[config.mk]
export PLATFORM = sky130hd
export DESIGN_NAME = timed_task_scheduler
export DESIGN_NICKNAME = d
export VERILOG_FILES = /design/src/hdl/tts_pkg.sv /design/src/hdl/tts_ram.sv /design/src/hdl/tts_alu.sv /design/src/hdl/timed_task_scheduler.sv
export SDC_FILE = /design/constraint.sdc
export NUM_CORES = 1
export LEC_CHECK = 0
export ABC_AREA = 0
export BUFFER_PORTS_ARGS = -buffer_cell sky130_fd_sc_hd__buf_2
export CAP_MARGIN = 20
export CORE_ASPECT_RATIO = 1.25
export CORE_MARGIN = 2
export CORE_UTILIZATION = 35
export CTS_BUF_LIST = sky130_fd_sc_hd__clkbuf_16
export CTS_CLUSTER_DIAMETER = 150
export DETAILED_ROUTE_END_ITERATION = 8
export GPL_TIMING_DRIVEN = 0
export PLACE_DENSITY_LB_ADDON = 0.12
export SYNTH_ARGS = -nofsm -noshare
export SYNTH_HDL_FRONTEND = slang
export SYNTH_SLANG_ARGS = --single-unit
export TNS_END_PERCENT = 50
[constraint.sdc]
create_clock -name clk_i -period 15.74 [get_ports clk_i]
set_input_delay 3.148 -clock clk_i [delete_from_list [all_inputs] [get_ports clk_i]]
set_output_delay 3.148 -clock clk_i [all_outputs]
set_load 0.1 [all_outputs]
[src/hdl/tts_pkg.sv]
// Shared types and constants of the timed task scheduler.
package tts_pkg;

  // Fixed field widths of the stream words
  localparam int unsigned OP_BITS       = 2;
  localparam int unsigned SLOT_BITS     = 4;
  localparam int unsigned FIELD_BITS    = 32;
  localparam int unsigned STATUS_BITS   = 2;
  localparam int unsigned FIRE_CNT_BITS = 6;
  localparam int unsigned IN_DATA_BITS  = 136;
  localparam int unsigned OUT_DATA_BITS = 40;

  // Input op codes
  localparam logic [OP_BITS-1:0] OP_CHECK    = 2'd0;
  localparam logic [OP_BITS-1:0] OP_PERIODIC = 2'd1;
  localparam logic [OP_BITS-1:0] OP_ONESHOT  = 2'd2;
  localparam logic [OP_BITS-1:0] OP_CANCEL   = 2'd3;

  // Result status codes
  localparam logic [STATUS_BITS-1:0] ST_OK       = 2'd0;
  localparam logic [STATUS_BITS-1:0] ST_BUSY     = 2'd1;
  localparam logic [STATUS_BITS-1:0] ST_EMPTY    = 2'd2;
  localparam logic [STATUS_BITS-1:0] ST_NO_TASKS = 2'd3;

  typedef enum logic {
    ALU_ADD,
    ALU_SUB
  } tts_alu_op_e;

  typedef struct packed {
    logic borrow;
    logic zero;
  } tts_alu_flags_t;

  typedef enum logic [2:0] {
    S_IDLE,
    S_CMD,
    S_SCAN,
    S_DECIDE,
    S_ADV,
    S_EMIT
  } tts_state_e;

endpackage

[src/hdl/tts_ram.sv]
// Generic single-write, single-read RAM with registered read data.
module tts_ram #(
  parameter int unsigned WIDTH = 32,
  parameter int unsigned DEPTH = 16
) (
  input  logic                     clk_i,
  input  logic                     we_i,
  input  logic [$clog2(DEPTH)-1:0] waddr_i,
  input  logic [WIDTH-1:0]         wdata_i,
  input  logic [$clog2(DEPTH)-1:0] raddr_i,
  output logic [WIDTH-1:0]         rdata_o
);

  logic [WIDTH-1:0] mem_q [DEPTH];

  always_ff @(posedge clk_i) begin
    if (we_i) begin
      mem_q[waddr_i] <= wdata_i;
    end
    rdata_o <= mem_q[raddr_i];
  end

endmodule

[src/hdl/tts_alu.sv]
// Shared add/subtract unit with borrow and zero flags.
module tts_alu
  import tts_pkg::*;
#(
  parameter int unsigned WIDTH = 32
) (
  input  tts_alu_op_e    op_i,
  input  logic [WIDTH-1:0] a_i,
  input  logic [WIDTH-1:0] b_i,
  output logic [WIDTH-1:0] res_o,
  output tts_alu_flags_t   flags_o
);

  logic [WIDTH:0] sum;

  always_comb begin
    unique case (op_i)
      ALU_ADD: sum = {1'b0, a_i} + {1'b0, b_i};
      ALU_SUB: sum = {1'b0, a_i} - {1'b0, b_i};
      default: sum = '0;
    endcase
  end

  assign res_o          = sum[WIDTH-1:0];
  // borrow is a < b on subtract, carry out on add
  assign flags_o.borrow = sum[WIDTH];
  assign flags_o.zero   = (sum[WIDTH-1:0] == '0);

endmodule

[src/hdl/timed_task_scheduler.sv]
// Timed task scheduler: timer slot table with a sequential earliest-due search.
//
// Start and cancel words pass through accept, update and result states. A
// check word rescans the slot table once per fire and once for its final
// result: each scan reads the due-time RAM through the shared compare unit,
// then takes a decision state and a result state, with a period add state
// between the two for a periodic fire; a result can also wait on
// m_axis_tready_i. No new word is accepted until the final result of a word
// is taken into the output register.
// The output register lets a new word in while the last result still waits.
// Input tuser carries op; output tuser carries is_fire, tlast marks the final
// result of a word. No reset sweep: slot valid bits clear at reset.
module timed_task_scheduler
  import tts_pkg::*;
#(
  parameter int unsigned NUM_SLOTS  = 16,
  parameter int unsigned CLOCK_BITS = 32,
  parameter int unsigned MAX_FIRES  = 63
) (
  input  logic                     clk_i,
  input  logic                     rst_ni,
  input  logic                     s_axis_tvalid_i,
  output logic                     s_axis_tready_o,
  // slot[3:0], now[35:4], initial_wait[67:36], period[99:68], run_at[131:100]
  input  logic [IN_DATA_BITS-1:0]  s_axis_tdata_i,
  // op[1:0]
  input  logic [OP_BITS-1:0]       s_axis_tuser_i,
  output logic                     m_axis_tvalid_o,
  input  logic                     m_axis_tready_i,
  // fired_slot[3:0], clocks_left[35:4], activity[36], more_pending[37], status[39:38]
  output logic [OUT_DATA_BITS-1:0] m_axis_tdata_o,
  // is_fire[0]
  output logic                     m_axis_tuser_o,
  output logic                     m_axis_tlast_o
);

  localparam int unsigned SW = $clog2(NUM_SLOTS);
  localparam int unsigned IW = $clog2(NUM_SLOTS + 1);
  localparam int unsigned CB = CLOCK_BITS;
  localparam logic [63:0] MAX_LEFT = 64'h0000_0000_FFFF_FFFF;

  tts_state_e state_q, state_d;

  // latched input word
  logic [OP_BITS-1:0]    op_q;
  logic [SLOT_BITS-1:0]  slot_q;
  logic [CB-1:0]         now_q;
  logic [FIELD_BITS-1:0] wait_q, per_q, at_q;

  logic [NUM_SLOTS-1:0]  valid_q, valid_d;
  logic [NUM_SLOTS-1:0]  periodic_q, periodic_d;

  // scan state
  logic [IW-1:0]            idx_q, idx_d;
  logic                     pend_q, pend_d;
  logic [SW-1:0]            pidx_q, pidx_d;
  logic                     found_q, found_d;
  logic [SW-1:0]            best_q, best_d;
  logic [CB-1:0]            best_due_q, best_due_d;
  logic [FIRE_CNT_BITS-1:0] fires_q, fires_d;

  // staged result
  logic                   r_fire_q, r_fire_d;
  logic [SLOT_BITS-1:0]   r_slot_q, r_slot_d;
  logic [FIELD_BITS-1:0]  r_left_q, r_left_d;
  logic                   r_act_q, r_act_d;
  logic                   r_more_q, r_more_d;
  logic [STATUS_BITS-1:0] r_status_q, r_status_d;
  logic                   r_last_q, r_last_d;

  logic                     m_valid_q, m_valid_d;
  logic [OUT_DATA_BITS-1:0] m_data_q, m_data_d;
  logic                     m_user_q, m_user_d;
  logic                     m_last_q, m_last_d;

  // RAM ports
  logic          due_we, per_we;
  logic [SW-1:0] due_waddr, due_raddr;
  logic [CB-1:0] due_wdata, due_rdata, per_rdata;

  // shared unit
  tts_alu_op_e    alu_op;
  logic [CB-1:0]  alu_a, alu_b, alu_res;
  tts_alu_flags_t alu_flags;

  logic          in_acc, out_free, inrange, slot_busy, scan_done;
  logic          due_later, limit_hit, fire_go;
  logic [SW-1:0] sidx;

  assign in_acc    = s_axis_tvalid_i && s_axis_tready_o;
  assign out_free  = !m_valid_q || m_axis_tready_i;
  assign inrange   = int'(slot_q) < NUM_SLOTS;
  assign sidx      = SW'(slot_q);
  assign slot_busy = inrange && valid_q[sidx];
  assign scan_done = (idx_q == IW'(NUM_SLOTS)) && !pend_q;
  // in the decision cycle the unit computes best_due - now
  assign due_later = !alu_flags.borrow && !alu_flags.zero;
  assign limit_hit = fires_q >= FIRE_CNT_BITS'(MAX_FIRES);
  assign fire_go   = found_q && !due_later && !limit_hit;

  tts_ram #(.WIDTH(CB), .DEPTH(NUM_SLOTS)) u_due_ram (
    .clk_i  (clk_i),
    .we_i   (due_we),
    .waddr_i(due_waddr),
    .wdata_i(due_wdata),
    .raddr_i(due_raddr),
    .rdata_o(due_rdata)
  );

  tts_ram #(.WIDTH(CB), .DEPTH(NUM_SLOTS)) u_per_ram (
    .clk_i  (clk_i),
    .we_i   (per_we),
    .waddr_i(sidx),
    .wdata_i(CB'(per_q)),
    .raddr_i(best_q),
    .rdata_o(per_rdata)
  );

  tts_alu #(.WIDTH(CB)) u_alu (
    .op_i   (alu_op),
    .a_i    (alu_a),
    .b_i    (alu_b),
    .res_o  (alu_res),
    .flags_o(alu_flags)
  );

  // shared unit operand select
  always_comb begin
    alu_op = ALU_SUB;
    alu_a  = '0;
    alu_b  = '0;
    unique case (state_q)
      S_SCAN: begin
        alu_a = due_rdata;
        alu_b = best_due_q;
      end
      S_DECIDE: begin
        alu_a = best_due_q;
        alu_b = now_q;
      end
      S_ADV: begin
        alu_op = ALU_ADD;
        alu_a  = best_due_q;
        alu_b  = per_rdata;
      end
      S_CMD: begin
        alu_op = ALU_ADD;
        alu_a  = now_q;
        alu_b  = CB'(wait_q);
      end
      default: begin
        alu_op = ALU_SUB;
      end
    endcase
  end

  // next state
  always_comb begin
    state_d = state_q;
    unique case (state_q)
      S_IDLE: begin
        if (in_acc) begin
          state_d = (s_axis_tuser_i == OP_CHECK) ? S_SCAN : S_CMD;
        end
      end
      S_CMD:  state_d = S_EMIT;
      S_SCAN: begin
        if (scan_done) begin
          state_d = S_DECIDE;
        end
      end
      S_DECIDE: begin
        state_d = (fire_go && periodic_q[best_q]) ? S_ADV : S_EMIT;
      end
      S_ADV:  state_d = S_EMIT;
      S_EMIT: begin
        if (out_free) begin
          state_d = r_last_q ? S_IDLE : S_SCAN;
        end
      end
      default: state_d = S_IDLE;
    endcase
  end

  // datapath and outputs
  always_comb begin
    valid_d    = valid_q;
    periodic_d = periodic_q;
    idx_d      = idx_q;
    pend_d     = pend_q;
    pidx_d     = pidx_q;
    found_d    = found_q;
    best_d     = best_q;
    best_due_d = best_due_q;
    fires_d    = fires_q;
    r_fire_d   = r_fire_q;
    r_slot_d   = r_slot_q;
    r_left_d   = r_left_q;
    r_act_d    = r_act_q;
    r_more_d   = r_more_q;
    r_status_d = r_status_q;
    r_last_d   = r_last_q;
    m_valid_d  = m_valid_q && !m_axis_tready_i;
    m_data_d   = m_data_q;
    m_user_d   = m_user_q;
    m_last_d   = m_last_q;
    due_we     = 1'b0;
    due_waddr  = sidx;
    due_wdata  = alu_res;
    due_raddr  = SW'(idx_q);
    per_we     = 1'b0;

    s_axis_tready_o = (state_q == S_IDLE);

    unique case (state_q)
      S_IDLE: begin
        idx_d   = '0;
        pend_d  = 1'b0;
        found_d = 1'b0;
        fires_d = '0;
      end
      S_CMD: begin
        r_fire_d   = 1'b0;
        r_slot_d   = '0;
        r_left_d   = '0;
        r_act_d    = 1'b0;
        r_more_d   = 1'b0;
        r_last_d   = 1'b1;
        r_status_d = ST_OK;
        if (op_q == OP_CANCEL) begin
          if (!slot_busy) begin
            r_status_d = ST_EMPTY;
          end else begin
            valid_d[sidx] = 1'b0;
          end
        end else if (!inrange || slot_busy) begin
          r_status_d = ST_BUSY;
        end else begin
          valid_d[sidx]    = 1'b1;
          periodic_d[sidx] = (op_q == OP_PERIODIC);
          due_we           = 1'b1;
          due_wdata        = (op_q == OP_PERIODIC) ? alu_res : CB'(at_q);
          per_we           = (op_q == OP_PERIODIC);
        end
      end
      S_SCAN: begin
        // strict less keeps the lowest slot on ties
        if (pend_q && valid_q[pidx_q] && (!found_q || alu_flags.borrow)) begin
          found_d    = 1'b1;
          best_d     = pidx_q;
          best_due_d = due_rdata;
        end
        if (idx_q < IW'(NUM_SLOTS)) begin
          pend_d = 1'b1;
          pidx_d = SW'(idx_q);
          idx_d  = idx_q + IW'(1);
        end else begin
          pend_d = 1'b0;
        end
      end
      S_DECIDE: begin
        r_fire_d   = 1'b0;
        r_slot_d   = '0;
        r_left_d   = '0;
        r_act_d    = (fires_q != '0);
        r_more_d   = 1'b0;
        r_status_d = ST_OK;
        r_last_d   = 1'b1;
        if (!found_q) begin
          r_status_d = ST_NO_TASKS;
        end else if (due_later) begin
          // saturate wide clocks to the 32-bit field
          if (64'(alu_res) > MAX_LEFT) begin
            r_left_d = '1;
          end else begin
            r_left_d = FIELD_BITS'(alu_res);
          end
        end else if (limit_hit) begin
          r_act_d  = 1'b1;
          r_more_d = 1'b1;
        end else begin
          r_fire_d = 1'b1;
          r_slot_d = SLOT_BITS'(best_q);
          r_act_d  = 1'b1;
          r_last_d = 1'b0;
          fires_d  = fires_q + FIRE_CNT_BITS'(1);
          if (!periodic_q[best_q]) begin
            valid_d[best_q] = 1'b0;
          end
        end
      end
      S_ADV: begin
        due_we    = 1'b1;
        due_waddr = best_q;
        due_wdata = alu_res;
      end
      S_EMIT: begin
        idx_d   = '0;
        pend_d  = 1'b0;
        found_d = 1'b0;
        if (out_free) begin
          m_valid_d = 1'b1;
          m_data_d  = {r_status_q, r_more_q, r_act_q, r_left_q, r_slot_q};
          m_user_d  = r_fire_q;
          m_last_d  = r_last_q;
        end
      end
      default: begin
        idx_d = '0;
      end
    endcase
  end

  always_ff @(posedge clk_i or negedge rst_ni) begin
    if (!rst_ni) begin
      state_q    <= S_IDLE;
      valid_q    <= '0;
      periodic_q <= '0;
      idx_q      <= '0;
      pend_q     <= 1'b0;
      found_q    <= 1'b0;
      fires_q    <= '0;
      m_valid_q  <= 1'b0;
    end else begin
      state_q    <= state_d;
      valid_q    <= valid_d;
      periodic_q <= periodic_d;
      idx_q      <= idx_d;
      pend_q     <= pend_d;
      found_q    <= found_d;
      fires_q    <= fires_d;
      m_valid_q  <= m_valid_d;
    end
  end

  always_ff @(posedge clk_i) begin
    if (in_acc) begin
      op_q   <= s_axis_tuser_i;
      slot_q <= s_axis_tdata_i[3:0];
      now_q  <= CB'(s_axis_tdata_i[35:4]);
      wait_q <= s_axis_tdata_i[67:36];
      per_q  <= s_axis_tdata_i[99:68];
      at_q   <= s_axis_tdata_i[131:100];
    end
    pidx_q     <= pidx_d;
    best_q     <= best_d;
    best_due_q <= best_due_d;
    r_fire_q   <= r_fire_d;
    r_slot_q   <= r_slot_d;
    r_left_q   <= r_left_d;
    r_act_q    <= r_act_d;
    r_more_q   <= r_more_d;
    r_status_q <= r_status_d;
    r_last_q   <= r_last_d;
    m_data_q   <= m_data_d;
    m_user_q   <= m_user_d;
    m_last_q   <= m_last_d;
  end

  assign m_axis_tvalid_o = m_valid_q;
  assign m_axis_tdata_o  = m_data_q;
  assign m_axis_tuser_o  = m_user_q;
  assign m_axis_tlast_o  = m_last_q;

  a_fire_limit: assert property (@(posedge clk_i) disable iff (!rst_ni)
    fires_q <= FIRE_CNT_BITS'(MAX_FIRES))
    else $error("fire count passed the limit");

  a_fire_not_last: assert property (@(posedge clk_i) disable iff (!rst_ni)
    (m_axis_tvalid_o && m_axis_tuser_o) |-> !m_axis_tlast_o)
    else $error("fire word marked last");

  a_emit_loads: assert property (@(posedge clk_i) disable iff (!rst_ni)
    (state_q == S_EMIT && out_free) |=> m_axis_tvalid_o)
    else $error("staged result not presented");

  a_adv_periodic: assert property (@(posedge clk_i) disable iff (!rst_ni)
    (state_q == S_ADV) |-> (valid_q[best_q] && periodic_q[best_q]))
    else $error("period advance on a slot that is not periodic");

endmodule
==> results of run 1 <==
[kinds of logic after synthesis]
family | count (synthesis) | synth area share
adder cells (fa/ha/maj) | 38 | 0.00857
multiplexers | 408 | 0.147
flip-flops | 1395 | 0.728
XOR/XNOR | 46 | 0.00728
buffers and inverters | 207 | 0.0144
AND/OR/NAND/NOR | 435 | 0.0370
AO/OA/AOI/OAI | 477 | 0.0579
[per-layer routing]
metal | GRT usage | wire [um]
met5 | 0 | 27
met4 | 0.0794 | 6700
met3 | 0.0334 | 9280
met2 | 0.391 | 94700
met1 | 0.278 | 72000
[cell usage in the layout, fill, tap and decap left out, types with 51 or more instances in the layout]
| cell type | n |
|---|---|
| a21o_1 | 51 |
| a21oi_1 | 95 |
| buf_2 | 210 |
| clkbuf_1 | 128 |
| clkbuf_16 | 151 |
| dfxtp_1 | 64 |
| edfxtp_1 | 1282 |
| inv_1 | 75 |
| mux2i_1 | 68 |
| mux4_2 | 335 |
| nand2_1 | 114 |
| nor2_1 | 80 |
| nor3_1 | 51 |
| o21ai_0 | 95 |
[power groups by stage]
stage / Combinational (mW) / Sequential (mW) / Clock, mW
after CTS: 4.96 / 5.77 / 3.44
after global placement: 4.52 / 5.92 / 0
final: 4.99 / 5.76 / 3.36
after global routing: 5.36 / 5.79 / 3.57
after detailed placement: 4.94 / 5.84 / 0
after floorplan: 2.62 / 6.10 / 0
[area by class of cell]
type                            instances  area share
Tap cell                             2075      0.0389
Timing Repair Buffer                  300      0.0429
Clock inverter                        116      0.0127
Inverter                               30     0.00169
Antenna cell                            4    0.000150
Buffer                                177      0.0105
Clock buffer                          151      0.0567
Sequential cell                      1395       0.615
Multi-Input combinational cell       1404       0.222
[path summary, 6_finish.rpt]
check	start	to
setup / recovery	state_q[1]$_DFFE_PN0P_	register
hold / removal	r_left_q[3]$_SDFFCE_PN0P_	m_axis_tdata_o[7]$_DFFE_PP_
setup reg to reg	state_q[1]$_DFFE_PN0P_	register
hold reg to reg	r_left_q[3]$_SDFFCE_PN0P_	m_axis_tdata_o[7]$_DFFE_PP_
max in group asynchronous	rst_ni	fires_q[3]$_DFFE_PN0P_
min in group asynchronous	rst_ni	async pin
==> results.toml, run 1 <==
[outcome]
outcome = "finished, final reports clean"

[global_routing]
grt_max_degree = 61
first_global_vias = 32700
grt_pass1_wl_um = 254000
antenna_found_initial = 15
track_usage = 0.222
gr-total-overflow = 0

[drt]
ant_nets = 0
drtIter0Drc = 3061
drtPass1Iterations = 5
wire_per_inst_um = 32.3
vias = 31600
vias_per_cell = 5.60
wl_um = 183000
drc = 0

[layout]
multi_input_area_um2 = 14800
final_util = 0.417
stdcell_count = 5652
design_area_um2 = 66700
final_nets = 3636
syn2layout_area_growth_pct = 18.4
drive_gt1_frac = 0.258
ff_latch_area_um2 = 41000
fillCellCount = 14200

[placement]
dpl-instance-area_um2 = 62000
place_congestion = 0.943
numPortBuffers = 181
dp_slack_ns = 6.56
hpwl_um = 134000
dp_cells = 5377

[sta]
finalClockSkew_ns = 0.0392
period_needed_ns = 9.35
hold_viol_final = 0
rsz0062_at_grt = "no"
tns_ns = 0
tightest_slew_ns = 1.17
relSlewSlack = 0.207
layout_setup_ws_ns = 6.39
setup_viol = 0
fin_hold_ws_ns = 0.417
slew_violations = 0
fmax_ghz = 0.107
period_share = 0.594

[synth]
synth_area_per_cell_um2 = 18.7
syn_area_um2 = 56300
syn_nets = 3186
synth-edff-count = 1282
synth-seq-cells = 1395
synth_commonest_cells = "1282 x edfxtp_1, 335 x mux4_2, 128 x clkbuf_1"
seq_area_frac_synth = 0.728
synthArstFlopShare = 0.0351
synthCells = 3006
synth_area_leaders = "edfxtp_1 68%, mux4_2 13%, dfxtp_1 2.3%"
synth_top_area_cell = "edfxtp_1"
ys_types = 80
synth.most_common_cell = "edfxtp_1"
yosysTopAreaCellShare = 0.683
ys_warn_count = 0
synth_top_flop_cell = "edfxtp_1"

[clock_network]
clk_path_buf_depth = 3
cts_root_buf = "clkbuf_16"
cts_resized = 0
numCtsBuffers = 148
clock_latency_ns = 0.81
clock_sinks = 1395
cts_hold_buf = 0
post-cts-setup-buffers = 0
cts_tree = "done"
path_clk_slew_ns = 0.06
cts_htree_levels = 4

[pwr]
pwr-share-clk = 0.238
switchingPower_mw = 5.32
total_power_mw = 14.1
p_per_area_nw_per_um2 = 212
pwr-share-seq = 0.408
leakage_nw = 22.0
ir_drop_uv = 155
comb_power_share = 0.353
sw_frac_of_total = 0.377
p_int_mw = 8.79

[floorplan]
die_w_um = 363
design.core.area_um2 = 160000
start_util = 0.352
std_cell_rows = 164
ioPinCount = 186
dieArea_um2 = 164000
die_h_um = 453

[critical_path]
path_max_fanout = 10
reg2reg_depth = 21
crit_arrival_ns = 10.01
path_delay_family = "compound AO/OA/AOI/OAI gates"
crit_type = "reg -> reg"
worstPathCellList = "clkbuf_1 -> clkbuf_1 -> clkbuf_1 -> buf_1 -> clkbuf_1 -> clkbuf_1 -> a211oi_1 -> a21o_1 -> ha_1 -> fa_1 -> a21o_1 -> a221oi_1 -> o21bai_2 -> o21a_1 -> o311ai_1 -> o211a_1 -> and4_1 -> a32oi_4 -> o31ai_4 -> buf_8 -> a31oi_4"
critPathMaxStageDelay_ns = 0.99
cp.required_ns = 16.40
crit_buf_inv = 7
r2r_slack_ns = 6.39
crit_top_cell = "clkbuf_1"
critPathCaptureType = "register"
worst_setup_path_start_kind = "register"
crit_slowest_cell = "o311ai_1"
path_depth = 21

[run]
maxCapViolations = 0

[worst_hold_path]
min_path_type = "reg -> reg"
hold_depth = 0
Power figures use the tool's default switching activity.
==> run 2: changes to the inputs <==
==> constraint.sdc (replaced) <==
create_clock -name clk_i -period 8 [get_ports clk_i]
set_input_delay 1.6 -clock clk_i [delete_from_list [all_inputs] [get_ports clk_i]]
set_output_delay 1.6 -clock clk_i [all_outputs]
set_load 0.1 [all_outputs]
==> results.toml, run 2 (synthesis results as in run 1) <==
[critical_path]
cp.required_ns = 8.66
crit_type = "reg -> reg"
critPathCaptureType = "register"
crit_slowest_cell = "dfrtp_1"
worstPathCellList = "clkbuf_2 -> clkbuf_2 -> clkbuf_2 -> buf_2 -> clkbuf_2 -> clkbuf_2 -> a211oi_1 -> a21o_1 -> ha_1 -> fa_1 -> a21o_1 -> a221oi_1 -> o21ai_0 -> xnor2_2 -> nand3_1 -> nor4bb_1 -> and4_1 -> a32oi_4 -> o31ai_4 -> buf_8 -> a31oi_4"
path_max_fanout = 10
r2r_slack_ns = 0.23
crit_arrival_ns = 8.43
worst_setup_path_start_kind = "register"
r2r_start = "state_q[1]$_DFFE_PN0P_"
crit_buf_inv = 7
reg2reg_depth = 21
critPathMaxStageDelay_ns = 0.63
crit_top_cell = "clkbuf_2"
path_delay_family = "buffers and inverters"

[run]
maxCapViolations = 0

[clock_network]
clk_path_buf_depth = 3
cts_hold_buf = 0
cts_tree = "done"
clock_sinks = 1395
cts_htree_levels = 4
path_clk_slew_ns = 0.06
clock_latency_ns = 0.81
numCtsBuffers = 148
cts_root_buf = "clkbuf_16"

[sta]
hold_viol_final = 0
period_share = 0.971
tightest_slew_ns = 1.17
relSlewSlack = 0.220
rsz0062_at_grt = "no"
fin_hold_ws_ns = 0.418
finalClockSkew_ns = 0.0403
setup_viol = 0
fmax_ghz = 0.129
slew_violations = 0
period_needed_ns = 7.77

[layout]
syn2layout_area_growth_pct = 18.5
final_common_cell = "edfxtp_1"
final_util = 0.418
final_nets = 3638
fillCellCount = 14100
drive_gt1_frac = 0.262
layout_common_cells = "1282 x edfxtp_1, 335 x mux4_2, 210 x buf_2, 151 x clkbuf_16, 122 x clkbuf_1"

[floorplan]
dieArea_um2 = 164000
design.core.area_um2 = 160000
std_cell_rows = 164
ioPinCount = 186
start_util = 0.352
die_h_um = 453
die_w_um = 363

[drt]
ant_nets = 0
vias = 31700
drtIter0Drc = 3108
drtPass1Iterations = 6
met1Wirelength_um = 71800
vias_per_cell = 5.60
route.met2.wl_um = 94900
wl_um = 183000
wire_per_inst_um = 32.4
top_layer_used = "met5"
dr_wl_met3_um = 9450
drc = 0

[pwr]
leakage_nw = 22.0
p_per_area_nw_per_um2 = 417
ir_drop_uv = 282

[global_routing]
track_usage = 0.222
antenna_found_initial = 14
grt_max_degree = 61
first_global_vias = 32700
grt_pass1_wl_um = 254000
gr-total-overflow = 0

[worst_hold_path]
hp-start = "r_left_q[3]$_SDFFCE_PN0P_"
min_path_type = "reg -> reg"
min_to = "m_axis_tdata_o[7]$_DFFE_PP_"
hold_depth = 0

[outcome]
outcome = "finished, final reports clean"

[placement]
numPortBuffers = 181
place_congestion = 0.943
hpwl_um = 134000
## run 2: final cells by class
cell class	count	area [um2]	share of cell area
Inverter	30	113	0.00169
Tap cell	2075	2600	0.0389
Clock buffer	151	3780	0.0566
Timing Repair Buffer	302	2880	0.0431
Sequential cell	1395	41000	0.614
Clock inverter	116	847	0.0127
Antenna cell	3	7.51	0.000112
Multi-Input combinational cell	1404	14800	0.222
Buffer	177	714	0.0107
## run 2: metrics by stage
stage	instances	total power [mW]	TNS, ns	setup slack (ns)	cell area (um2)
2_1_floorplan	3006	17.2	0	0.669	56300
3_3_place_gp	5262	20.5	-1019.14	-4.28	59800
3_5_place_dp	5377	21.2	-67.56	-1.18	62000
4_1_cts	5644	27.9	0	0.0729	66700
5_1_grt	5651	29.0	0	0.0660	66700
6_report	5653	27.8	0	0.231	66700
## run 2: metal layers
layer  vias up  GRT usage
li1      13300          -
met1     17000      0.278
met2      1132      0.391
met3       277     0.0331
met4         2     0.0793
met5         -          0
## run 2: worst max path at each step
stage | startpoint | end | slack, ns | cells after the start
floorplan | state_q[2]$_DFFE_PN0P_ | best_due_q[0]$_DFFE_PP_ | 0.67 | 21
global placement | state_q[2]$_DFFE_PN0P_ | best_due_q[3]$_DFFE_PP_ | -4.28 | 21
detailed placement | state_q[1]$_DFFE_PN0P_ | register | -1.18 | 21
CTS | state_q[1]$_DFFE_PN0P_ | register | 0.07 | 21
global route | state_q[2]$_DFFE_PN0P_ | register | 0.07 | 23
finish | state_q[1]$_DFFE_PN0P_ | register | 0.23 | 21
## run 2: repair_timing
action,in CTS,in global routing
pin swaps,0,1
endpoints found under the setup margin,160,41
gates resized for setup,9,4
setup buffers,0,2
## run 2: report_power, final
| group | leakage [nW] | total [mW] | switching [mW] | internal [mW] |
|---|---|---|---|---|
| Combinational | 6.81 | 9.90 | 7.32 | 2.58 |
| Clock | 2.44 | 6.61 | 2.87 | 3.75 |
| Sequential | 12.8 | 11.3 | 0.315 | 11.0 |
| Total | 22.0 | 27.8 | 10.5 | 17.3 |
